==> config.mk <==
export PLATFORM = sky130hd
export DESIGN_NAME = multi_method_check_verifier
export DESIGN_NICKNAME = d
export VERILOG_FILES = /design/src/rtl/mmcv_pkg.sv /design/src/rtl/multi_method_check_verifier.sv /design/src/rtl/mmcv_accum.sv
export SDC_FILE = /design/constraint.sdc
export NUM_CORES = 1
export LEC_CHECK = 0
export BUFFER_PORTS_ARGS = -buffer_cell sky130_fd_sc_hd__buf_4
export CORE_UTILIZATION = 35
export CTS_CLUSTER_SIZE = 16
export DETAILED_ROUTE_END_ITERATION = 8
export PLACE_DENSITY = 0.55
export SLEW_MARGIN = 20
export SYNTH_ARGS = -nofsm -noshare
export SYNTH_HDL_FRONTEND = slang
export SYNTH_HIERARCHICAL = 1
export SYNTH_SLANG_ARGS = --single-unit
==> constraint.sdc <==
create_clock -name clk -period 4.8 [get_ports clk]
set_input_delay 0.24 -clock clk [delete_from_list [all_inputs] [get_ports clk]]
set_output_delay 0.24 -clock clk [all_outputs]
set_load 0.02 [all_outputs]
==> src/rtl/mmcv_pkg.sv <==
// shared types and constants for the multi-method check verifier
package mmcv_pkg;

    // method register codes
    localparam logic [2:0] METHOD_CRC16    = 3'd0;
    localparam logic [2:0] METHOD_PARITY   = 3'd1;
    localparam logic [2:0] METHOD_CHECKSUM = 3'd2;
    localparam logic [2:0] METHOD_PARITY2D = 3'd3;
    localparam logic [2:0] METHOD_HAMMING  = 3'd4;

    // check constants
    localparam logic [15:0] CRC_INIT     = 16'hFFFF;
    localparam logic [15:0] CRC_POLY     = 16'hA001;
    localparam logic [15:0] UNKNOWN_CODE = 16'hFFFF;
    localparam logic [15:0] POS_INIT     = 16'h0001;
    localparam logic [7:0]  BYTE_ONES    = 8'hFF;

    // input word: one packet byte
    typedef struct packed {
        logic [7:0]  data_byte;
        logic        last_byte;
        logic [15:0] expected_code;
    } in_word_t;

    // output word: check result of one packet
    typedef struct packed {
        logic [15:0] computed_code;
        logic        code_matches;
    } out_word_t;

endpackage

==> src/rtl/multi_method_check_verifier.sv <==
// top level: input register, check accumulators, result register
//
//  channel  | signals                    | word
//  ---------+----------------------------+-------------------------------------
//  in       | in_valid / in_ready        | in_word: data_byte, last_byte, expected_code
//  out      | out_valid / out_ready      | out_word: computed_code, code_matches
//  cfg      | cfg_we                     | cfg_wdata: method (3 bits)
//
//  one byte per cycle unless input is held up; a byte waits in the input register and its
//  result (last byte only) is written to the result register as the byte moves on.
//  reset clears all checks (crc to 0xFFFF, bit position to 1) and method to 0.
//  only a last byte waiting on a full, stalled result register holds up input.
module multi_method_check_verifier
    import mmcv_pkg::*;
(
    input  logic       clk,
    input  logic       rst_n,
    input  logic       in_valid,
    output logic       in_ready,
    input  in_word_t   in_word,
    output logic       out_valid,
    input  logic       out_ready,
    output out_word_t  out_word,
    input  logic       cfg_we,
    input  logic [2:0] cfg_wdata
);

    logic      in_valid_reg;
    in_word_t  in_word_reg;
    logic      out_valid_reg;
    out_word_t out_word_reg;
    logic [2:0] method_reg;
    logic      advance;
    out_word_t result;

    // the held byte moves on unless it needs a result slot that is busy
    assign advance  = in_valid_reg
                      && (!in_word_reg.last_byte || !out_valid_reg || out_ready);
    assign in_ready = !in_valid_reg || advance;

    // method register
    always_ff @(posedge clk or negedge rst_n)
    begin
        if (!rst_n)
            method_reg <= METHOD_CRC16;
        else if (cfg_we)
            method_reg <= cfg_wdata;
    end

    // input register
    always_ff @(posedge clk or negedge rst_n)
    begin
        if (!rst_n)
            in_valid_reg <= 1'b0;
        else if (in_ready)
            in_valid_reg <= in_valid;
    end

    always_ff @(posedge clk)
    begin
        if (in_ready && in_valid)
            in_word_reg <= in_word;
    end

    // check accumulators
    mmcv_accum u_accum (
        .clk    (clk),
        .rst_n  (rst_n),
        .step   (advance),
        .word   (in_word_reg),
        .method (method_reg),
        .result (result)
    );

    // result register
    always_ff @(posedge clk or negedge rst_n)
    begin
        if (!rst_n)
            out_valid_reg <= 1'b0;
        else if (advance && in_word_reg.last_byte)
            out_valid_reg <= 1'b1;
        else if (out_ready)
            out_valid_reg <= 1'b0;
    end

    always_ff @(posedge clk)
    begin
        if (advance && in_word_reg.last_byte)
            out_word_reg <= result;
    end

    assign out_valid = out_valid_reg;
    assign out_word  = out_word_reg;

    // input stalls only behind a last byte blocked by a full result register
    a_stall_cause: assert property (@(posedge clk) disable iff (!rst_n)
        !in_ready |-> (in_valid_reg && in_word_reg.last_byte && out_valid_reg && !out_ready))
        else $error("input stalled without a blocked last byte");

    // a processed last byte always shows up as a result
    a_last_gives_result: assert property (@(posedge clk) disable iff (!rst_n)
        (advance && in_word_reg.last_byte) |=> out_valid_reg)
        else $error("last byte produced no result");

    // a waiting result is never dropped
    a_result_kept: assert property (@(posedge clk) disable iff (!rst_n)
        (out_valid_reg && !out_ready) |=> out_valid_reg)
        else $error("pending result lost");

endmodule

==> src/rtl/mmcv_accum.sv <==
// running check accumulators and selection of the check value
module mmcv_accum
    import mmcv_pkg::*;
(
    input  logic      clk,
    input  logic      rst_n,
    input  logic      step,
    input  in_word_t  word,
    input  logic [2:0] method,
    output out_word_t result
);

    logic [15:0] crc_reg;
    logic        parity_reg;
    logic [15:0] sum_reg;
    logic [7:0]  held_reg;
    logic        pending_reg;
    logic [7:0]  xor_reg;
    logic [15:0] sig_reg;
    logic [15:0] pos_reg;

    logic [15:0] crc_next;
    logic        parity_next;
    logic [15:0] sum_next;
    logic [7:0]  held_next;
    logic        pending_next;
    logic [7:0]  xor_next;
    logic [15:0] sig_next;
    logic [15:0] pos_next;

    logic [15:0] addend;
    logic [16:0] sum_raw;
    logic [15:0] sum_wrap;
    logic [15:0] code;

    // crc-16 update over one byte, reflected, lsb first
    function automatic logic [15:0] crc_byte(input logic [15:0] crc_in, input logic [7:0] b);
        logic [15:0] c;
        c = crc_in ^ {8'h00, b};
        for (int k = 0; k < 8; k++)
        begin
            if (c[0])
                c = (c >> 1) ^ CRC_POLY;
            else
                c = c >> 1;
        end
        return c;
    endfunction

    // crc, parity, 2d parity and position signature
    always_comb
    begin
        crc_next    = crc_byte(crc_reg, word.data_byte);
        parity_next = parity_reg ^ (^word.data_byte);
        xor_next    = xor_reg ^ word.data_byte;
        sig_next    = sig_reg;
        for (int j = 0; j < 8; j++)
        begin
            if (word.data_byte[j])
                sig_next = sig_next ^ (pos_reg + 16'(j));
        end
        pos_next = pos_reg + 16'd8;
    end

    // internet checksum: pair bytes, low byte first, end-around carry
    always_comb
    begin
        held_next    = held_reg;
        pending_next = pending_reg;
        addend       = 16'h0000;
        if (pending_reg)
        begin
            addend       = {word.data_byte, held_reg};
            held_next    = 8'h00;
            pending_next = 1'b0;
        end
        else if (word.last_byte)
        begin
            addend = {8'h00, word.data_byte};
        end
        else
        begin
            held_next    = word.data_byte;
            pending_next = 1'b1;
        end
        sum_raw  = {1'b0, sum_reg} + {1'b0, addend};
        sum_wrap = sum_raw[15:0] + {15'd0, sum_raw[16]};
        if (pending_reg || word.last_byte)
            sum_next = sum_wrap;
        else
            sum_next = sum_reg;
    end

    // selected check value over the packet including this byte
    always_comb
    begin
        unique case (method)
            METHOD_CRC16:    code = crc_next;
            METHOD_PARITY:   code = {15'd0, parity_next};
            METHOD_CHECKSUM: code = ~sum_next;
            METHOD_PARITY2D: code = {xor_next, xor_next ^ BYTE_ONES};
            METHOD_HAMMING:  code = sig_next;
            default:         code = UNKNOWN_CODE;
        endcase
        result.computed_code = code;
        result.code_matches  = (code == word.expected_code);
    end

    // accumulator registers, cleared after the last byte
    always_ff @(posedge clk or negedge rst_n)
    begin
        if (!rst_n)
        begin
            crc_reg     <= CRC_INIT;
            parity_reg  <= 1'b0;
            sum_reg     <= 16'h0000;
            held_reg    <= 8'h00;
            pending_reg <= 1'b0;
            xor_reg     <= 8'h00;
            sig_reg     <= 16'h0000;
            pos_reg     <= POS_INIT;
        end
        else if (step)
        begin
            if (word.last_byte)
            begin
                crc_reg     <= CRC_INIT;
                parity_reg  <= 1'b0;
                sum_reg     <= 16'h0000;
                held_reg    <= 8'h00;
                pending_reg <= 1'b0;
                xor_reg     <= 8'h00;
                sig_reg     <= 16'h0000;
                pos_reg     <= POS_INIT;
            end
            else
            begin
                crc_reg     <= crc_next;
                parity_reg  <= parity_next;
                sum_reg     <= sum_next;
                held_reg    <= held_next;
                pending_reg <= pending_next;
                xor_reg     <= xor_next;
                sig_reg     <= sig_next;
                pos_reg     <= pos_next;
            end
        end
    end

endmodule

# ---- Yosys cells after proc, flatten, opt, wreduce, memory -nomap -nowiden
# Index checks and enable logic that the tools add are counted.
dict set report totals {
  out_inout_bits 19
  rom_bits 0
  inputBits 33
  mem_count 0
  latchBits 0
  wordCells 97
  ramBits 0
  register_bits 129
}
dict set report op_classes {
  magnitude_cmp 0
  mux 32
  reduce_logical 13
  bitwise_logic 21
  add_sub_neg 10
  n_shift 0
  div_mod_pow 0
  multipliers 0
  n_eq_ne 5
}
# cell count
set op_table {}
lappend op_table {{16-bit two-way mux} 22}
lappend op_table {{16-bit bitwise XOR} 8}
lappend op_table {{16-bit one-hot mux with 5 select lines} 1}
lappend op_table {{16-bit by 3-bit adder with 16-bit output, second input constant} 4}
lappend op_table {{16-bit by 2-bit adder with 16-bit output, second input constant} 2}
lappend op_table {{8-bit two-way mux} 4}
lappend op_table {{2-bit NOT with 3-bit output} 8}
lappend op_table {{16-bit by 16-bit adder with 17-bit output} 1}
lappend op_table {{16-bit by 1-bit adder with 16-bit output} 1}
lappend op_table {{16-bit by 1-bit adder with 16-bit output, second input constant} 1}
lappend op_table {{16-bit by 4-bit adder with 16-bit output, second input constant} 1}
lappend op_table {{16-bit == test} 1}
lappend op_table {{16-bit NOT} 1}
lappend op_table {{16-bit by 8-bit bitwise XOR with 16-bit output} 1}
lappend op_table {{8-bit NOT} 1}
lappend op_table {{8-bit XOR reduction} 1}
lappend op_table {{8-bit bitwise XOR} 1}
lappend op_table {{3-bit by 2-bit == test with 1-bit output, second input constant} 2}
lappend op_table {{1-bit two-way mux} 5}
lappend op_table {{1-bit logical OR} 4}
lappend op_table {{3-bit by 1-bit == test with 1-bit output, second input constant} 1}
lappend op_table {{3-bit == test, second input constant} 1}
lappend op_table {{1-bit logical AND} 3}
lappend op_table {{1-bit zero test} 3}
lappend op_table {{other kinds (3)} 3}

# ---- Longest topological paths before layout
dict set report logic_depth {
  ltp_word 19
  depth_mapped 26
  depth_no_buf 25
}

# ---- By module
# Netlist, hierarchy kept.
# module cells_per_inst area_each_um2 seq_area_each_um2 instances
set by_module_without_submodules {}
lappend by_module_without_submodules {mmcv_accum 952 7571.0 2023.2 1}
lappend by_module_without_submodules {multi_method_check_verifier 58 1476.4 1386.3 1}

# ---- Least setup slack after synthesis
# Ideal clock, no wire load.
dict set report synth_path {
  kind {register to register}
  start {reg in_word_reg[16] (netlist bit)}
  end {reg out_word_reg (netlist bit out_word[0]) (data pin)}
  setup_ns 0.170
  t_arrival_ns 4.832
  period_less_slack_ns 5.001
  required_time_ns 4.630
  path_stages_with_launch 25
  path_buffers 3
  path_slack_ns -0.201
  cell_sequence {edfxtp_1 > clkbuf_1 > inv_1 > clkbuf_1 > o31ai_1 > ha_1 > buf_6 > nand2_1 > or3_1 > a31oi_1 > o21a_1 > o21ai_0 > a21boi_0 > o21ai_0 > nand2b_1 > ha_1 > ha_1 > nand2_1 > nor3b_1 > nand3_1 > xor2_1 > a221o_1 > xor2_1 > or4_4 > nor4_2}
}
# item line_no
set synth_rtl {}
lappend synth_rtl {{start, declared} multi_method_check_verifier.sv:29} ;# in_word_t in_word_reg;
lappend synth_rtl {{start signal, assigned} multi_method_check_verifier.sv:62} ;# in_word_reg <= in_word;
lappend synth_rtl {{end signal, assigned} multi_method_check_verifier.sv:89} ;# out_word_reg <= result;
lappend synth_rtl {{end, declared} multi_method_check_verifier.sv:31} ;# out_word_t out_word_reg;

==> impl_metrics.yaml <==
timing:
  worstMarginPinSlew_ns: 0.843
  timing.clock.skew_ns: 0.0122
  timing.final.hold_violations: 0
  post-route-worst-setup-slack_ns: 0.0646
  final_setup_violation_count: 0
  layout_worst_path_cycle_share_pct: 98.7
  timing_max_transition_violations_final: 0
  period_needed_ns: 4.74
  max_freq_mhz: 211
  rsz_0062_raised_after_global_routing: "true"
  slew_headroom_pct: 43.8
clocking:
  insertion_delay_ns: 0.43
  max-clock-path-buffers: 2
  tritoncts: "built"
  clock_sink_count: 127
  path_clk_slew_ns: 0.07
  cts_inserted_buffers: 17
  ctsHtreeMaxLevel: 4
  clock_tree.root_cell: "clkbuf_16"
yosys:
  post_synth_top_area_cell: "dfrtp_1"
  synth_compound_area_share_pct: 23.5
  ffs_w_async_s_r_synth_pct: 66.9
  ys_top_cells_by_area: "dfrtp_1 (19%), edfxtp_1 (14%), xnor2_1 (5.5%)"
  synth-edff-count: 42
  netlist_area_um2: 9050
  netlist_top_cells_count: "a21oi_1 (75), nor2_1 (72), dfrtp_1 (68), nand2_1 (68), o21ai_0 (67)"
  synth_xor_xnor_area_share_pct: 11.4
  ys_seq_elements: 127
  warning_count_from_the_yosys_run: 6
  synth_nets: 1064
  synth_cell_types: 86
  syn_inst: 1010
  yosysMostFrequentCell: "a21oi_1"
  synth_simple_gate_area_share_pct: 17.3
  synth.mux.area_fraction_pct: 1.60
  synth_top_family_by_area: "compound AO/OA/AOI/OAI gates"
  yosysSeqAreaShare_pct: 37.7
  netlist.area_leader.share_pct: 18.8
  synth_adder_area_share_pct: 2.99
  postSynthAreaPerCell_um2: 8.96
  yosys_most_used_dff: "dfrtp_1"
die:
  die_area_um2: 26500
  core_area_um2: 25300
  initial_core_util_pct: 35.8
  rows: 58
  fp.dieW_um: 163
  die_h_um: 163
  boundaryPins: 52
critical_path:
  cpPeakStageDelay_ns: 0.46
  critical_path.endpoint_type: "flip-flop"
  crit_arrival_ns: 4.99
  timing.setup.critical_path_class: "reg2reg"
  worstPathMaxFanout: 6
  cp.buffers_inverters: 1
  crit_path_cell_trace: "buf_4, and2_1, ha_4, nand4_1, or3_4, a31oi_4, o21a_1, o21ai_1, a21boi_1, o21ai_1, nand2b_1, ha_2, ha_2, mux2_2, o211ai_1, a21o_1, xor2_1, nor2_1, and4b_1, nand4b_1, or4_4, nor4_4"
  cp.required_ns: 5.06
  critPathTopFamily: "simple AND/OR/NAND/NOR gates"
  crit_slowest_cell: "dfrtp_2"
  worstSetupStartpointType: "flip-flop"
global_route:
  overflow: 0
  global_route.usage.total_pct: 23.3
  grt_max_degree: 71
  grt_pass1_wl_mm: 46.5
  initial_antenna_violation_count: 0
  vias_in_the_first_global_route: 7830
power_and_ir_drop:
  net_sw_power_uw: 2010
  p_seq_share_pct: 30.6
  swShare_pct: 39.0
  ir_worst_vdd_uv: 221
  p_leak_uw: 0.00450
  internal_power_uw: 3140
  power.share.combinational_pct: 41.4
  power.clock.fraction_pct: 27.9
  powerDensity_nw_per_um2: 457
layout:
  num-nets-final: 1176
  antennaDiodeCount: 0
  final_layout_size_suffix_gt1_share_pct: 21.6
  finalInstanceArea_um2: 11300
  area_growth_pct: 24.4
  largest_reg_flops: 25
placed_design:
  dpl.hpwl_mm: 22.2
  portBuffers: 51
  pre_cts_ws_ns: -0.177
  gp_routability_congestion: 0.952
  detailed_place.area_um2: 10200
outcome:
  outcome: "completed"
route:
  via_per_inst: 5.71
  drt_wl_total_mm: 30.3
  routed-via-count: 8368
  drt_iter0_markers: 804
  antenna_left: 0
  wire_per_inst_um: 20.7
  drt_first_pass_iters: 5
  drc: 0
min_path:
  min-delay-path-class: "in2reg"
flow_run:
  reported_max_cap_violation_count: 0
## path summary, 6_finish.rpt
path	start	end	slack [ns]	cells past startpoint
setup reg to reg	u_accum/pending_reg$_DFFE_PN0P_	out_word[0]$_DFFE_PP_	0.06	22
hold / removal	in_valid	in_valid_reg$_DFFE_PN0P_	0.02	2
max in group asynchronous	rst_n	u_accum/crc_reg[0]$_DFFE_PN1P_	3.38	3
setup / recovery	u_accum/pending_reg$_DFFE_PN0P_	out_word[0]$_DFFE_PP_	0.06	22
hold reg to reg	u_accum/crc_reg[8]$_DFFE_PN1P_	u_accum/crc_reg[8]$_DFFE_PN1P_	0.51	2
min in group asynchronous	rst_n	u_accum/sig_reg[13]$_DFFE_PN0P_	0.45	2
## metal layers
metal	track usage (%)	share of wire [%]
met5	0	0
met3	3.90	6.0
met1	32.8	45
met4	5.78	1.4
met2	37.0	47
## what timing repair did
| action | in CTS | in global routing |
|---|---|---|
| buffers inserted | 2 | 2 |
| setup endpoints to repair | 1 | 1 |
| hold endpoints to repair | 80 | 0 |
| hold buffers | 25 | 0 |
| resized for setup | 10 | 22 |
| pin swaps | 5 | 9 |
## power groups by stage
stage	sequential, uW	clock (uW)	combinational [uW]
2_1_floorplan	1510	0	1390
3_3_place_gp	1580	0	2020
3_5_place_dp	1590	0	2030
4_1_cts	1570	1460	2070
5_1_grt	1600	1510	2300
6_report	1580	1440	2130
## area by class of cell
class	count	area (um2)
Clock buffer	18	450
Clock inverter	14	195
Fill cell	2436	14000
Inverter	44	166
Multi-Input combinational cell	763	5280
Sequential cell	127	3410
Tap cell	330	413
Timing Repair Buffer	169	1330
## per-stage QoR
step / hold WS, ns / power, uW / TNS [ns] / std cells / util, %
CTS: 0.00861 / 5100 / 0 / 1463 / 44.1
finish: 0.0153 / 5150 / 0 / 1465 / 44.6
floorplan: -0.0556 / 2900 / 0 / 1010 / -
detailed placement: 0.400 / 3610 / -0.177 / 1404 / 40.4
global placement: 0.405 / 3600 / -0.0977 / 1404 / 40.4
global route: 0.00341 / 5400 / -0.177 / 1465 / 44.6
## cells in the final DEF, fill, tap and decap left out, types with 9 or more instances in the layout
cell,netlist,final
o21ai_0,67,60
a22oi_1,11,11
nand4_1,11,11
o211ai_1,10,10
xor2_1,31,31
a22o_1,10,10
xnor2_1,57,57
clkbuf_16,0,18
a21o_1,10,10
and2_1,17,17
o22ai_1,16,16
buf_4,6,144
ha_1,20,16
and3_1,12,12
nor4_1,12,11
inv_1,42,40
dlygate4sd3_1,0,25
dfrtp_1,68,67
o21ai_1,6,12
nand3_1,43,43
edfxtp_1,42,42
dfstp_2,17,17
nor2_1,72,71
o2bb2ai_1,20,20
nand2_1,68,66
a21oi_1,75,74
nor3_1,36,36
mux2i_1,10,9
## kinds of logic (layout without fill, tap and decap cells)
logic type               count (synthesis)  in the layout
XOR/XNOR                                99             99
adder cells (fa/ha/maj)                 21             21
multiplexers                            14             14
flip-flops                             127            127
AND/OR/NAND/NOR                        312            312
AO/OA/AOI/OAI                          317            317
buffers and inverters                  120            245
Note: power is estimated with default switching activity, not from simulation.
